## src/ffpa_pkg.sv

```systemverilog
// Shared types and constants for the first-fit page allocator.
// Used by ffpa_ctrl, ffpa_dp and first_fit_page_allocator_core; no dependencies.
`default_nettype none

package ffpa_pkg;

    localparam int DEF_PAGE_BITS   = 20;
    localparam int DEF_MAX_EXTENTS = 64;

    // Request codes.
    localparam logic [1:0] REQ_ADD   = 2'd0;
    localparam logic [1:0] REQ_ALLOC = 2'd1;
    localparam logic [1:0] REQ_FREE  = 2'd2;
    localparam logic [1:0] REQ_NOP   = 2'd3;

    // Status codes.
    localparam logic [1:0] ST_OK       = 2'd0;
    localparam logic [1:0] ST_NO_FIT   = 2'd1;
    localparam logic [1:0] ST_FULL     = 2'd2;
    localparam logic [1:0] ST_ZERO_CNT = 2'd3;

    // Datapath micro-operations, one per controller step.
    typedef enum logic [3:0] {
        STEP_NONE,
        STEP_ADD,
        STEP_ALC_EV,
        STEP_SHL_EV,
        STEP_SHL_END,
        STEP_FA_EV,
        STEP_FM_INIT,
        STEP_FM_EV,
        STEP_FM_END,
        STEP_FP_EV,
        STEP_FP_END,
        STEP_SR_EV,
        STEP_INS
    } step_t;

    // Table read address select.
    typedef enum logic [1:0] {
        RD_I,
        RD_I1,
        RD_IM1
    } rd_sel_t;

    typedef struct packed {
        logic       load;
        logic       rd_en;
        rd_sel_t    rd_sel;
        step_t      step;
        logic       set_status;
        logic [1:0] status;
        logic       push;
    } ffpa_cmd_t;

    typedef struct packed {
        logic [1:0] req_type;
        logic       zero_cnt;
        logic       full;
        logic       too_big;
        logic       i_end;
        logic       i1_end;
        logic       i_le_pos;
        logic       fit;
        logic       exact;
        logic       above;
        logic       any;
        logic       out_busy;
    } ffpa_stat_t;

endpackage

`default_nettype wire

```

## src/ffpa_dp.sv

```systemverilog
// Datapath of the first-fit page allocator: extent table memory, counters and result registers.
// Depends on ffpa_pkg; driven by ffpa_ctrl.
`default_nettype none

module ffpa_dp
    import ffpa_pkg::*;
#(
    parameter int PAGE_BITS   = DEF_PAGE_BITS,
    parameter int MAX_EXTENTS = DEF_MAX_EXTENTS
) (
    input  wire logic                 clk,
    input  wire logic                 rst_n,
    input  wire ffpa_cmd_t            cmd,
    output ffpa_stat_t                stat,
    input  wire logic [1:0]           req_type,
    input  wire logic [PAGE_BITS-1:0] page_base,
    input  wire logic [PAGE_BITS:0]   page_count,
    output logic                      out_valid,
    input  wire logic                 out_ready,
    output logic [1:0]                status,
    output logic [PAGE_BITS-1:0]      block_base,
    output logic [PAGE_BITS:0]        free_total
);

    localparam int PB = PAGE_BITS;
    localparam int EW = 2 * PB + 1;
    localparam int IW = $clog2(MAX_EXTENTS);
    localparam int CW = $clog2(MAX_EXTENTS + 1);
    localparam logic [CW-1:0]   MAX_CNT   = CW'(MAX_EXTENTS);
    localparam logic [PB+1:0]   TOTAL_MAX = (PB+2)'(1) << PB;

    logic [EW-1:0] mem [MAX_EXTENTS];

    logic [1:0]    req_reg;
    logic [PB-1:0] base_reg;
    logic [PB:0]   n_reg;
    logic [CW-1:0] count_reg;
    logic [PB:0]   total_reg;
    logic [CW-1:0] i_reg;
    logic [CW-1:0] w_reg;
    logic [CW-1:0] pos_reg;
    logic [PB-1:0] start_reg;
    logic [PB+1:0] end_reg;
    logic          any_reg;
    logic [PB-1:0] got_reg;
    logic [1:0]    res_status_reg;
    logic [EW-1:0] rd_reg;
    logic          out_valid_reg;
    logic [1:0]    status_reg;
    logic [PB-1:0] block_base_reg;
    logic [PB:0]   free_total_reg;

    logic [PB-1:0] rb;
    logic [PB:0]   rl;
    logic [PB+1:0] rb_end;
    logic [PB+1:0] total_sum;
    logic [PB:0]   total_add;
    logic [PB+1:0] ins_diff;
    logic [PB:0]   ins_len;
    logic [CW:0]   i_plus1;
    logic [CW-1:0] raddr_full;
    logic          we;
    logic [IW-1:0] waddr;
    logic [EW-1:0] wdata;

    assign rb        = rd_reg[EW-1:PB+1];
    assign rl        = rd_reg[PB:0];
    assign rb_end    = {2'b00, rb} + {1'b0, rl};
    assign total_sum = {1'b0, total_reg} + {1'b0, n_reg};
    assign total_add = (total_sum > TOTAL_MAX) ? TOTAL_MAX[PB:0] : total_sum[PB:0];
    assign ins_diff  = end_reg - {2'b00, start_reg};
    assign ins_len   = ins_diff[PB+1] ? {(PB+1){1'b1}} : ins_diff[PB:0];
    assign i_plus1   = {1'b0, i_reg} + (CW+1)'(1);

    always_comb
    begin
        stat.req_type = req_reg;
        stat.zero_cnt = (n_reg == '0);
        stat.full     = (count_reg == MAX_CNT);
        stat.too_big  = (n_reg > total_reg);
        stat.i_end    = (i_reg >= count_reg);
        stat.i1_end   = (i_plus1 >= {1'b0, count_reg});
        stat.i_le_pos = (i_reg <= pos_reg);
        stat.fit      = (rl >= n_reg);
        stat.exact    = (rl == n_reg);
        stat.above    = (rb > start_reg);
        stat.any      = any_reg;
        stat.out_busy = out_valid_reg && !out_ready;
    end

    always_comb
    begin
        case (cmd.rd_sel)
            RD_I:    raddr_full = i_reg;
            RD_I1:   raddr_full = i_plus1[CW-1:0];
            RD_IM1:  raddr_full = i_reg - CW'(1);
            default: raddr_full = i_reg;
        endcase
    end

    // Table write port.
    always_comb
    begin
        we    = 1'b0;
        waddr = i_reg[IW-1:0];
        wdata = rd_reg;
        case (cmd.step)
            STEP_ADD:
            begin
                we    = 1'b1;
                waddr = count_reg[IW-1:0];
                wdata = {base_reg, n_reg};
            end
            STEP_ALC_EV:
            begin
                we    = stat.fit && !stat.exact;
                wdata = {rb + n_reg[PB-1:0], rl - n_reg};
            end
            STEP_SHL_EV:
            begin
                we = 1'b1;
            end
            STEP_FM_EV:
            begin
                we    = ({2'b00, rb} != end_reg) && (rb_end != {2'b00, start_reg});
                waddr = w_reg[IW-1:0];
            end
            STEP_SR_EV:
            begin
                we = 1'b1;
            end
            STEP_INS:
            begin
                we    = 1'b1;
                waddr = pos_reg[IW-1:0];
                wdata = {start_reg, ins_len};
            end
            default:
            begin
                we = 1'b0;
            end
        endcase
    end

    always_ff @(posedge clk)
    begin
        if (we)
        begin
            mem[waddr] <= wdata;
        end
        if (cmd.rd_en)
        begin
            rd_reg <= mem[raddr_full[IW-1:0]];
        end
    end

    always_ff @(posedge clk or negedge rst_n)
    begin
        if (!rst_n)
        begin
            count_reg      <= '0;
            total_reg      <= '0;
            out_valid_reg  <= 1'b0;
            req_reg        <= '0;
            base_reg       <= '0;
            n_reg          <= '0;
            i_reg          <= '0;
            w_reg          <= '0;
            pos_reg        <= '0;
            start_reg      <= '0;
            end_reg        <= '0;
            any_reg        <= 1'b0;
            got_reg        <= '0;
            res_status_reg <= ST_OK;
            status_reg     <= ST_OK;
            block_base_reg <= '0;
            free_total_reg <= '0;
        end
        else
        begin
            if (cmd.push)
            begin
                out_valid_reg  <= 1'b1;
                status_reg     <= res_status_reg;
                block_base_reg <= got_reg;
                free_total_reg <= total_reg;
            end
            else if (out_valid_reg && out_ready)
            begin
                out_valid_reg <= 1'b0;
            end
            if (cmd.load)
            begin
                req_reg   <= req_type;
                base_reg  <= page_base;
                n_reg     <= page_count;
                i_reg     <= '0;
                any_reg   <= 1'b0;
                start_reg <= page_base;
                end_reg   <= {2'b00, page_base} + {1'b0, page_count};
                got_reg   <= '0;
            end
            if (cmd.set_status)
            begin
                res_status_reg <= cmd.status;
            end
            case (cmd.step)
                STEP_ADD:
                begin
                    count_reg <= count_reg + CW'(1);
                    total_reg <= total_add;
                end
                STEP_ALC_EV:
                begin
                    if (stat.fit)
                    begin
                        got_reg   <= rb;
                        total_reg <= total_reg - n_reg;
                    end
                    else
                    begin
                        i_reg <= i_reg + CW'(1);
                    end
                end
                STEP_SHL_EV:
                begin
                    i_reg <= i_reg + CW'(1);
                end
                STEP_SHL_END:
                begin
                    count_reg <= count_reg - CW'(1);
                end
                STEP_FA_EV:
                begin
                    if (({2'b00, rb} == end_reg) || (rb_end == {2'b00, start_reg}))
                    begin
                        any_reg <= 1'b1;
                    end
                    i_reg <= i_reg + CW'(1);
                end
                STEP_FM_INIT:
                begin
                    i_reg <= '0;
                    w_reg <= '0;
                end
                STEP_FM_EV:
                begin
                    if ({2'b00, rb} == end_reg)
                    begin
                        end_reg <= end_reg + {1'b0, rl};
                    end
                    else if (rb_end == {2'b00, start_reg})
                    begin
                        start_reg <= rb;
                    end
                    else
                    begin
                        w_reg <= w_reg + CW'(1);
                    end
                    i_reg <= i_reg + CW'(1);
                end
                STEP_FM_END:
                begin
                    count_reg <= w_reg;
                    i_reg     <= '0;
                end
                STEP_FP_EV:
                begin
                    if (stat.above)
                    begin
                        pos_reg <= i_reg;
                        i_reg   <= count_reg;
                    end
                    else
                    begin
                        i_reg <= i_reg + CW'(1);
                    end
                end
                STEP_FP_END:
                begin
                    pos_reg <= count_reg;
                    i_reg   <= count_reg;
                end
                STEP_SR_EV:
                begin
                    i_reg <= i_reg - CW'(1);
                end
                STEP_INS:
                begin
                    count_reg <= count_reg + CW'(1);
                    total_reg <= total_add;
                end
                default:
                begin
                end
            endcase
        end
    end

    assign out_valid  = out_valid_reg;
    assign status     = status_reg;
    assign block_base = block_base_reg;
    assign free_total = free_total_reg;

`ifndef SYNTH
    a_count_bound: assert property (@(posedge clk) disable iff (!rst_n)
        count_reg <= MAX_CNT)
        else $error("extent count above table depth");
    a_total_bound: assert property (@(posedge clk) disable iff (!rst_n)
        {1'b0, total_reg} <= TOTAL_MAX)
        else $error("free total above saturation limit");
    a_push_free: assert property (@(posedge clk) disable iff (!rst_n)
        cmd.push |-> !(out_valid_reg && !out_ready))
        else $error("result pushed over a pending transaction");
    a_write_range: assert property (@(posedge clk) disable iff (!rst_n)
        (cmd.step == STEP_ADD) |-> (count_reg < MAX_CNT))
        else $error("append into a full table");
`endif

endmodule

`default_nettype wire

```

## src/ffpa_ctrl.sv

```systemverilog
// Controller state machine of the first-fit page allocator.
// Depends on ffpa_pkg; issues commands to ffpa_dp and reads its status flags.
`default_nettype none

module ffpa_ctrl
    import ffpa_pkg::*;
(
    input  wire logic       clk,
    input  wire logic       rst_n,
    input  wire logic       in_valid,
    output logic            in_ready,
    input  wire ffpa_stat_t stat,
    output ffpa_cmd_t       cmd
);

    typedef enum logic [4:0] {
        S_IDLE,
        S_DISP,
        S_ALC_RD,
        S_ALC_EV,
        S_SHL_RD,
        S_SHL_EV,
        S_FA_RD,
        S_FA_EV,
        S_FM_RD,
        S_FM_EV,
        S_FP_RD,
        S_FP_EV,
        S_SR_RD,
        S_SR_EV,
        S_DONE
    } state_t;

    state_t state_reg, state_next;

    assign in_ready = (state_reg == S_IDLE);

    always_comb
    begin
        state_next     = state_reg;
        cmd            = '0;
        cmd.rd_sel     = RD_I;
        cmd.step       = STEP_NONE;
        case (state_reg)
            S_IDLE:
            begin
                if (in_valid)
                begin
                    cmd.load   = 1'b1;
                    state_next = S_DISP;
                end
            end
            S_DISP:
            begin
                cmd.set_status = 1'b1;
                cmd.status     = ST_OK;
                state_next     = S_DONE;
                if (stat.req_type != REQ_NOP && stat.zero_cnt)
                begin
                    cmd.status = ST_ZERO_CNT;
                end
                else if (stat.req_type == REQ_ADD)
                begin
                    if (stat.full)
                    begin
                        cmd.status = ST_FULL;
                    end
                    else
                    begin
                        cmd.step = STEP_ADD;
                    end
                end
                else if (stat.req_type == REQ_ALLOC)
                begin
                    if (stat.too_big)
                    begin
                        cmd.status = ST_NO_FIT;
                    end
                    else
                    begin
                        cmd.set_status = 1'b0;
                        state_next     = S_ALC_RD;
                    end
                end
                else if (stat.req_type == REQ_FREE)
                begin
                    cmd.set_status = 1'b0;
                    state_next     = S_FA_RD;
                end
            end
            S_ALC_RD:
            begin
                if (stat.i_end)
                begin
                    cmd.set_status = 1'b1;
                    cmd.status     = ST_NO_FIT;
                    state_next     = S_DONE;
                end
                else
                begin
                    cmd.rd_en  = 1'b1;
                    state_next = S_ALC_EV;
                end
            end
            S_ALC_EV:
            begin
                cmd.step = STEP_ALC_EV;
                if (!stat.fit)
                begin
                    state_next = S_ALC_RD;
                end
                else if (stat.exact)
                begin
                    state_next = S_SHL_RD;
                end
                else
                begin
                    cmd.set_status = 1'b1;
                    cmd.status     = ST_OK;
                    state_next     = S_DONE;
                end
            end
            S_SHL_RD:
            begin
                if (stat.i1_end)
                begin
                    cmd.step       = STEP_SHL_END;
                    cmd.set_status = 1'b1;
                    cmd.status     = ST_OK;
                    state_next     = S_DONE;
                end
                else
                begin
                    cmd.rd_en  = 1'b1;
                    cmd.rd_sel = RD_I1;
                    state_next = S_SHL_EV;
                end
            end
            S_SHL_EV:
            begin
                cmd.step   = STEP_SHL_EV;
                state_next = S_SHL_RD;
            end
            S_FA_RD:
            begin
                if (stat.i_end)
                begin
                    if (!stat.any && stat.full)
                    begin
                        cmd.set_status = 1'b1;
                        cmd.status     = ST_FULL;
                        state_next     = S_DONE;
                    end
                    else
                    begin
                        cmd.step   = STEP_FM_INIT;
                        state_next = S_FM_RD;
                    end
                end
                else
                begin
                    cmd.rd_en  = 1'b1;
                    state_next = S_FA_EV;
                end
            end
            S_FA_EV:
            begin
                cmd.step   = STEP_FA_EV;
                state_next = S_FA_RD;
            end
            S_FM_RD:
            begin
                if (stat.i_end)
                begin
                    cmd.step   = STEP_FM_END;
                    state_next = S_FP_RD;
                end
                else
                begin
                    cmd.rd_en  = 1'b1;
                    state_next = S_FM_EV;
                end
            end
            S_FM_EV:
            begin
                cmd.step   = STEP_FM_EV;
                state_next = S_FM_RD;
            end
            S_FP_RD:
            begin
                if (stat.i_end)
                begin
                    cmd.step   = STEP_FP_END;
                    state_next = S_SR_RD;
                end
                else
                begin
                    cmd.rd_en  = 1'b1;
                    state_next = S_FP_EV;
                end
            end
            S_FP_EV:
            begin
                cmd.step   = STEP_FP_EV;
                state_next = stat.above ? S_SR_RD : S_FP_RD;
            end
            S_SR_RD:
            begin
                if (stat.i_le_pos)
                begin
                    cmd.step       = STEP_INS;
                    cmd.set_status = 1'b1;
                    cmd.status     = ST_OK;
                    state_next     = S_DONE;
                end
                else
                begin
                    cmd.rd_en  = 1'b1;
                    cmd.rd_sel = RD_IM1;
                    state_next = S_SR_EV;
                end
            end
            S_SR_EV:
            begin
                cmd.step   = STEP_SR_EV;
                state_next = S_SR_RD;
            end
            S_DONE:
            begin
                if (!stat.out_busy)
                begin
                    cmd.push   = 1'b1;
                    state_next = S_IDLE;
                end
            end
            default:
            begin
                state_next = S_IDLE;
            end
        endcase
    end

    always_ff @(posedge clk or negedge rst_n)
    begin
        if (!rst_n)
        begin
            state_reg <= S_IDLE;
        end
        else
        begin
            state_reg <= state_next;
        end
    end

`ifndef SYNTH
    a_load_idle: assert property (@(posedge clk) disable iff (!rst_n)
        cmd.load |-> (state_reg == S_IDLE))
        else $error("request loaded outside idle");
    a_push_done: assert property (@(posedge clk) disable iff (!rst_n)
        cmd.push |=> (state_reg == S_IDLE))
        else $error("push did not return to idle");
    a_disp_after_load: assert property (@(posedge clk) disable iff (!rst_n)
        cmd.load |=> (state_reg == S_DISP))
        else $error("load not followed by dispatch");
`endif

endmodule

`default_nettype wire

```

## src/first_fit_page_allocator_core.sv

```systemverilog
// An add, a zero count or a no-op goes from dispatch straight to the done state; an allocate
// and a free scan the extent table, each entry visited in a read state and then an evaluate
// state, since the extent table has a single read port.
// Throughput: one transaction at a time; a new request is taken once the previous result
// sits in the output register, so a waiting result does not hold off the next request.
// Reset clears the extent count, the free total and the output valid; the table needs no clear.
`default_nettype none

module first_fit_page_allocator_core
    import ffpa_pkg::*;
#(
    parameter int PAGE_BITS   = DEF_PAGE_BITS,
    parameter int MAX_EXTENTS = DEF_MAX_EXTENTS
) (
    input  wire logic                 clk,
    input  wire logic                 rst_n,
    input  wire logic                 in_valid,
    output logic                      in_ready,
    input  wire logic [1:0]           req_type,
    input  wire logic [PAGE_BITS-1:0] page_base,
    input  wire logic [PAGE_BITS:0]   page_count,
    output logic                      out_valid,
    input  wire logic                 out_ready,
    output logic [1:0]                status,
    output logic [PAGE_BITS-1:0]      block_base,
    output logic [PAGE_BITS:0]        free_total
);

    // The controller sequences each request through scan passes over the table;
    // the datapath holds the table, the request registers and the result register.
    ffpa_cmd_t  cmd;
    ffpa_stat_t stat;

    ffpa_ctrl u_ctrl (
        .clk      (clk),
        .rst_n    (rst_n),
        .in_valid (in_valid),
        .in_ready (in_ready),
        .stat     (stat),
        .cmd      (cmd)
    );

    ffpa_dp #(
        .PAGE_BITS   (PAGE_BITS),
        .MAX_EXTENTS (MAX_EXTENTS)
    ) u_dp (
        .clk        (clk),
        .rst_n      (rst_n),
        .cmd        (cmd),
        .stat       (stat),
        .req_type   (req_type),
        .page_base  (page_base),
        .page_count (page_count),
        .out_valid  (out_valid),
        .out_ready  (out_ready),
        .status     (status),
        .block_base (block_base),
        .free_total (free_total)
    );

endmodule

`default_nettype wire

```

## config.mk

```make
export PLATFORM = sky130hd
export DESIGN_NAME = first_fit_page_allocator_core
export DESIGN_NICKNAME = d
export VERILOG_FILES = /design/src/ffpa_pkg.sv /design/src/ffpa_dp.sv /design/src/ffpa_ctrl.sv /design/src/first_fit_page_allocator_core.sv
export SDC_FILE = /design/constraint.sdc
export NUM_CORES = 2
export LEC_CHECK = 0
export BUFFER_PORTS_ARGS = -buffer_cell sky130_fd_sc_hd__buf_4
export CAP_MARGIN = 10
export CORE_MARGIN = 1
export CORE_UTILIZATION = 25
export DETAILED_ROUTE_END_ITERATION = 8
export PLACE_DENSITY_LB_ADDON = 0.25
export SYNTH_ARGS = -nofsm -noshare
export SYNTH_HDL_FRONTEND = slang
export SYNTH_SLANG_ARGS = --single-unit
```

## constraint.sdc

```tcl
create_clock -name clk -period 7.89 [get_ports clk]
set_clock_uncertainty 0.2 [all_clocks]
set_input_delay 0.789 -clock clk [delete_from_list [all_inputs] [get_ports clk]]
set_output_delay 0.789 -clock clk [all_outputs]
set_load 0.02 [all_outputs]
```

==> impl_metrics.ini <==
[final_layout]
final_cell_mix = 2665 x edfxtp_1, 656 x mux4_2, 618 x nand2_1, 322 x clkbuf_16, 284 x buf_4
final_common_cell = edfxtp_1
syn_to_final_growth_pct = 17.97
multi_input_area_sq_um = 35670
seqCellArea_sq_um = 85160
fin_nets = 7746
fillers = 47940
layout-drive-gt1-share_pct = 21.94
largest_register_ffs = 2624

[synthesis]
ys_ff_latch = 2870
syn_nets = 7415
synth_cells = 7150
ys_warn_count = 0
yosysSeqAreaShare_pct = 69.77
synth_area_sq_um = 122000
ys_dominant_reg_cell = edfxtp_1
synth_edf_count = 2665
synth_top_area_share_pct = 65.57
synth.avg_cell_area_sq_um = 17.07
async_flop_share_pct = 7.143
yosysTopAreaCell = edfxtp_1
synth_area_leaders = edfxtp_1 66%, mux4_2 12%, dfrtp_1 4.2%
synth_cell_type_count = 80

[setup_path]
crit_required_ns = 8.31
rr_startpoint = u_dp.i_reg[0]$_DFF_PN0_
cp_slowest_cell = a221oi_4
critPathLaunch = u_dp.i_reg[0]$_DFF_PN0_
critical_path.cell_chain = inv_1 > ha_1 > ha_1 > a21o_1 > a21oi_1 > nor2b_1 > o2111ai_1 > o211ai_1 > nor4_1 > ha_2 > o21ai_0 > a221oi_4 > buf_4 > buf_4 > a31oi_1 > a21oi_1 > a21oi_1
cp_common_cell = a21oi_1
cp.arrival_ns = 7.74
cp-end-kind = register
cp_top_family = compound AO/OA/AOI/OAI gates
crit_fanout = 32
crit_cells = 17
crit_type = register to register
cp-start-kind = register
cp_slowest_stage_delay_ns = 1.03
cp_num_buf_inv = 3
reg2reg_depth = 17

[sta]
max_clock_freq_ghz = 0.1367
finalHoldViolCount = 0
tightest_slew_ns = 1.235
rsz0062_at_grt = false
worst_slack_ns = 0.5741
period_share_pct = 92.72
finalMaxSlewViolations = 0
setup_viol = 0
fin_setup_tns_ns = 0
fin_crit_ns = 7.316
slew_headroom_pct = 16.82

[grt]
gr-total-overflow = 0
grt_first_pass_wirelength_microns = 543700
antenna_found_initial = 7
grt_max_degree = 85
grt_usage_pct = 15.24
grt_pass1_vias = 71900

[clocking]
cts_made_buffers = 316
cts.clk_slew.worst_paths_ns = 0.07
clkSinkCount = 2870
worst_skew_pair.late_latency_ns = 0.92
cts_setup_buffers = 0
clockBufferDepth = 4
cts_tree = yes
h-tree-depth = 5
cts-root-buf = clkbuf_16

[drt]
dr.pass1.iters = 6
drt_iter0_markers = 6452
drc = 0
drtAntennaViolNets = 0
viasPerCell = 4.936
wirelength_microns = 385700
wl_per_cell_microns = 27.17
vias = 70050

[power_and_ir_drop]
seq_power_share_pct = 35.7
power.leakage_nw = 46.05
switchingPower_mw = 25.98
irDropWorstVdd_uv = 365.4
clock_power_share_pct = 22.2
sw_frac_of_total_pct = 38.76
intPower_mw = 41.05
combPwrFrac_pct = 42.1
powerDensity_nw_per_um2 = 465.5

[placed_design]
gp_congestion = 0.8478
port_buffers = 91
post-dp-hpwl_microns = 219500
preCtsSetupSlack_ns = 0.2118

[run_status]
outcome = finished clean

[floorplan]
die_w_microns = 700.7
pin_count = 92
die-area_sq_um = 491000
rows = 256
initial_core_util_pct = 25.10
coreArea_sq_um = 486200
dieHeight_microns = 700.7

[job]
cap_violations = 0

[worst_hold_path]
hp-class = primary input to async pin
==> worst paths after layout <==
kind	end	slack (ns)
min in group clk	u_dp.base_reg[17]$_DFFE_PN0P_	0.28
min	u_dp.total_reg[3]$_DFFE_PN0P_	0.23
max reg2reg	u_dp.rd_reg[7]$_DFFE_PP_	0.57
min reg2reg	u_dp.base_reg[17]$_DFFE_PN0P_	0.28
max in group asynchronous	u_dp.block_base[13]$_DFFE_PN0P_	5.69
max	u_dp.rd_reg[7]$_DFFE_PP_	0.57
==> metal layers <==
layer	track usage (%)	wire length [microns]	vias up
met1	20.54	167500	37980
met4	3.438	8449	0
li1	-	-	29540
met5	0	0	-
met2	26.30	190500	2059
met3	1.741	19160	471
==> cell usage after synthesis (34+ instances only) <==
| master | instances |
|---|---|
| clkbuf_1 | 289 |
| buf_1 | 87 |
| ha_1 | 210 |
| mux2_2 | 48 |
| mux4_2 | 656 |
| dfrtp_1 | 205 |
| edfxtp_1 | 2665 |
| nand3_1 | 60 |
| and2_1 | 176 |
| a21o_1 | 59 |
| o21ai_0 | 204 |
| inv_1 | 128 |
| xnor2_1 | 108 |
| nor2b_1 | 36 |
| nand2_1 | 630 |
| nor2_1 | 181 |
| nand2b_1 | 34 |
| a21oi_1 | 280 |
| a211oi_1 | 236 |
| a311oi_1 | 86 |
| nor3_1 | 76 |
| nor4_1 | 63 |
| a31oi_1 | 103 |
| o21a_1 | 34 |
| xor2_1 | 54 |
==> power groups by stage <==
stage	logic, mW	clock network [mW]	registers [mW]
global placement	27.8	0	24.2
floorplan	17.6	0	24.0
global route	30.5	15.7	24.1
detailed placement	28.2	0	24.3
CTS	28.3	15.2	24.0
finish	28.2	14.9	24.0
==> per-stage QoR <==
stage | std cells | power (mW) | hold slack, ns | util (%) | area [sq um]
5_1_grt | 14190 | 70.29 | 0.2555 | 29.61 | 144000
6_report | 14190 | 67.02 | 0.2305 | 29.61 | 144000
3_3_place_gp | 13560 | 51.98 | 0.2587 | 27.38 | 133100
3_5_place_dp | 13560 | 52.51 | 0.2629 | 27.38 | 133100
4_1_cts | 14180 | 67.49 | 0.2410 | 29.59 | 143900
2_1_floorplan | 7150 | 41.60 | 0.2447 | - | 122000
==> cell type report <==
type / count / area share (%)
clock inverter: 189 / 1.360
clock buffer: 383 / 5.776
timing repair buffer: 415 / 2.986
inverter: 129 / 0.3363
antenna: 8 / 0.01390
sequential: 2870 / 59.15
multi-input combinational: 3749 / 24.78
tap: 6450 / 5.605
==> logic make-up after synthesis <==
group / share of synthesized area [%]
AOI/OAI and AO/OA: 6.780
and+or+nand+nor: 5.386
adders and majority gates: 2.284
DFF: 69.77
xor gates and xnor gates: 1.163
muxes: 12.94
buffers and inverters: 1.676
==> what timing repair did <==
action / CTS / global route
hold endpoints to repair: 123 / 0
setup endpoints to repair: 0 / 5
hold buffers: 45 / 0
resized for setup: 0 / 7
(Power assumes the default switching activity.)
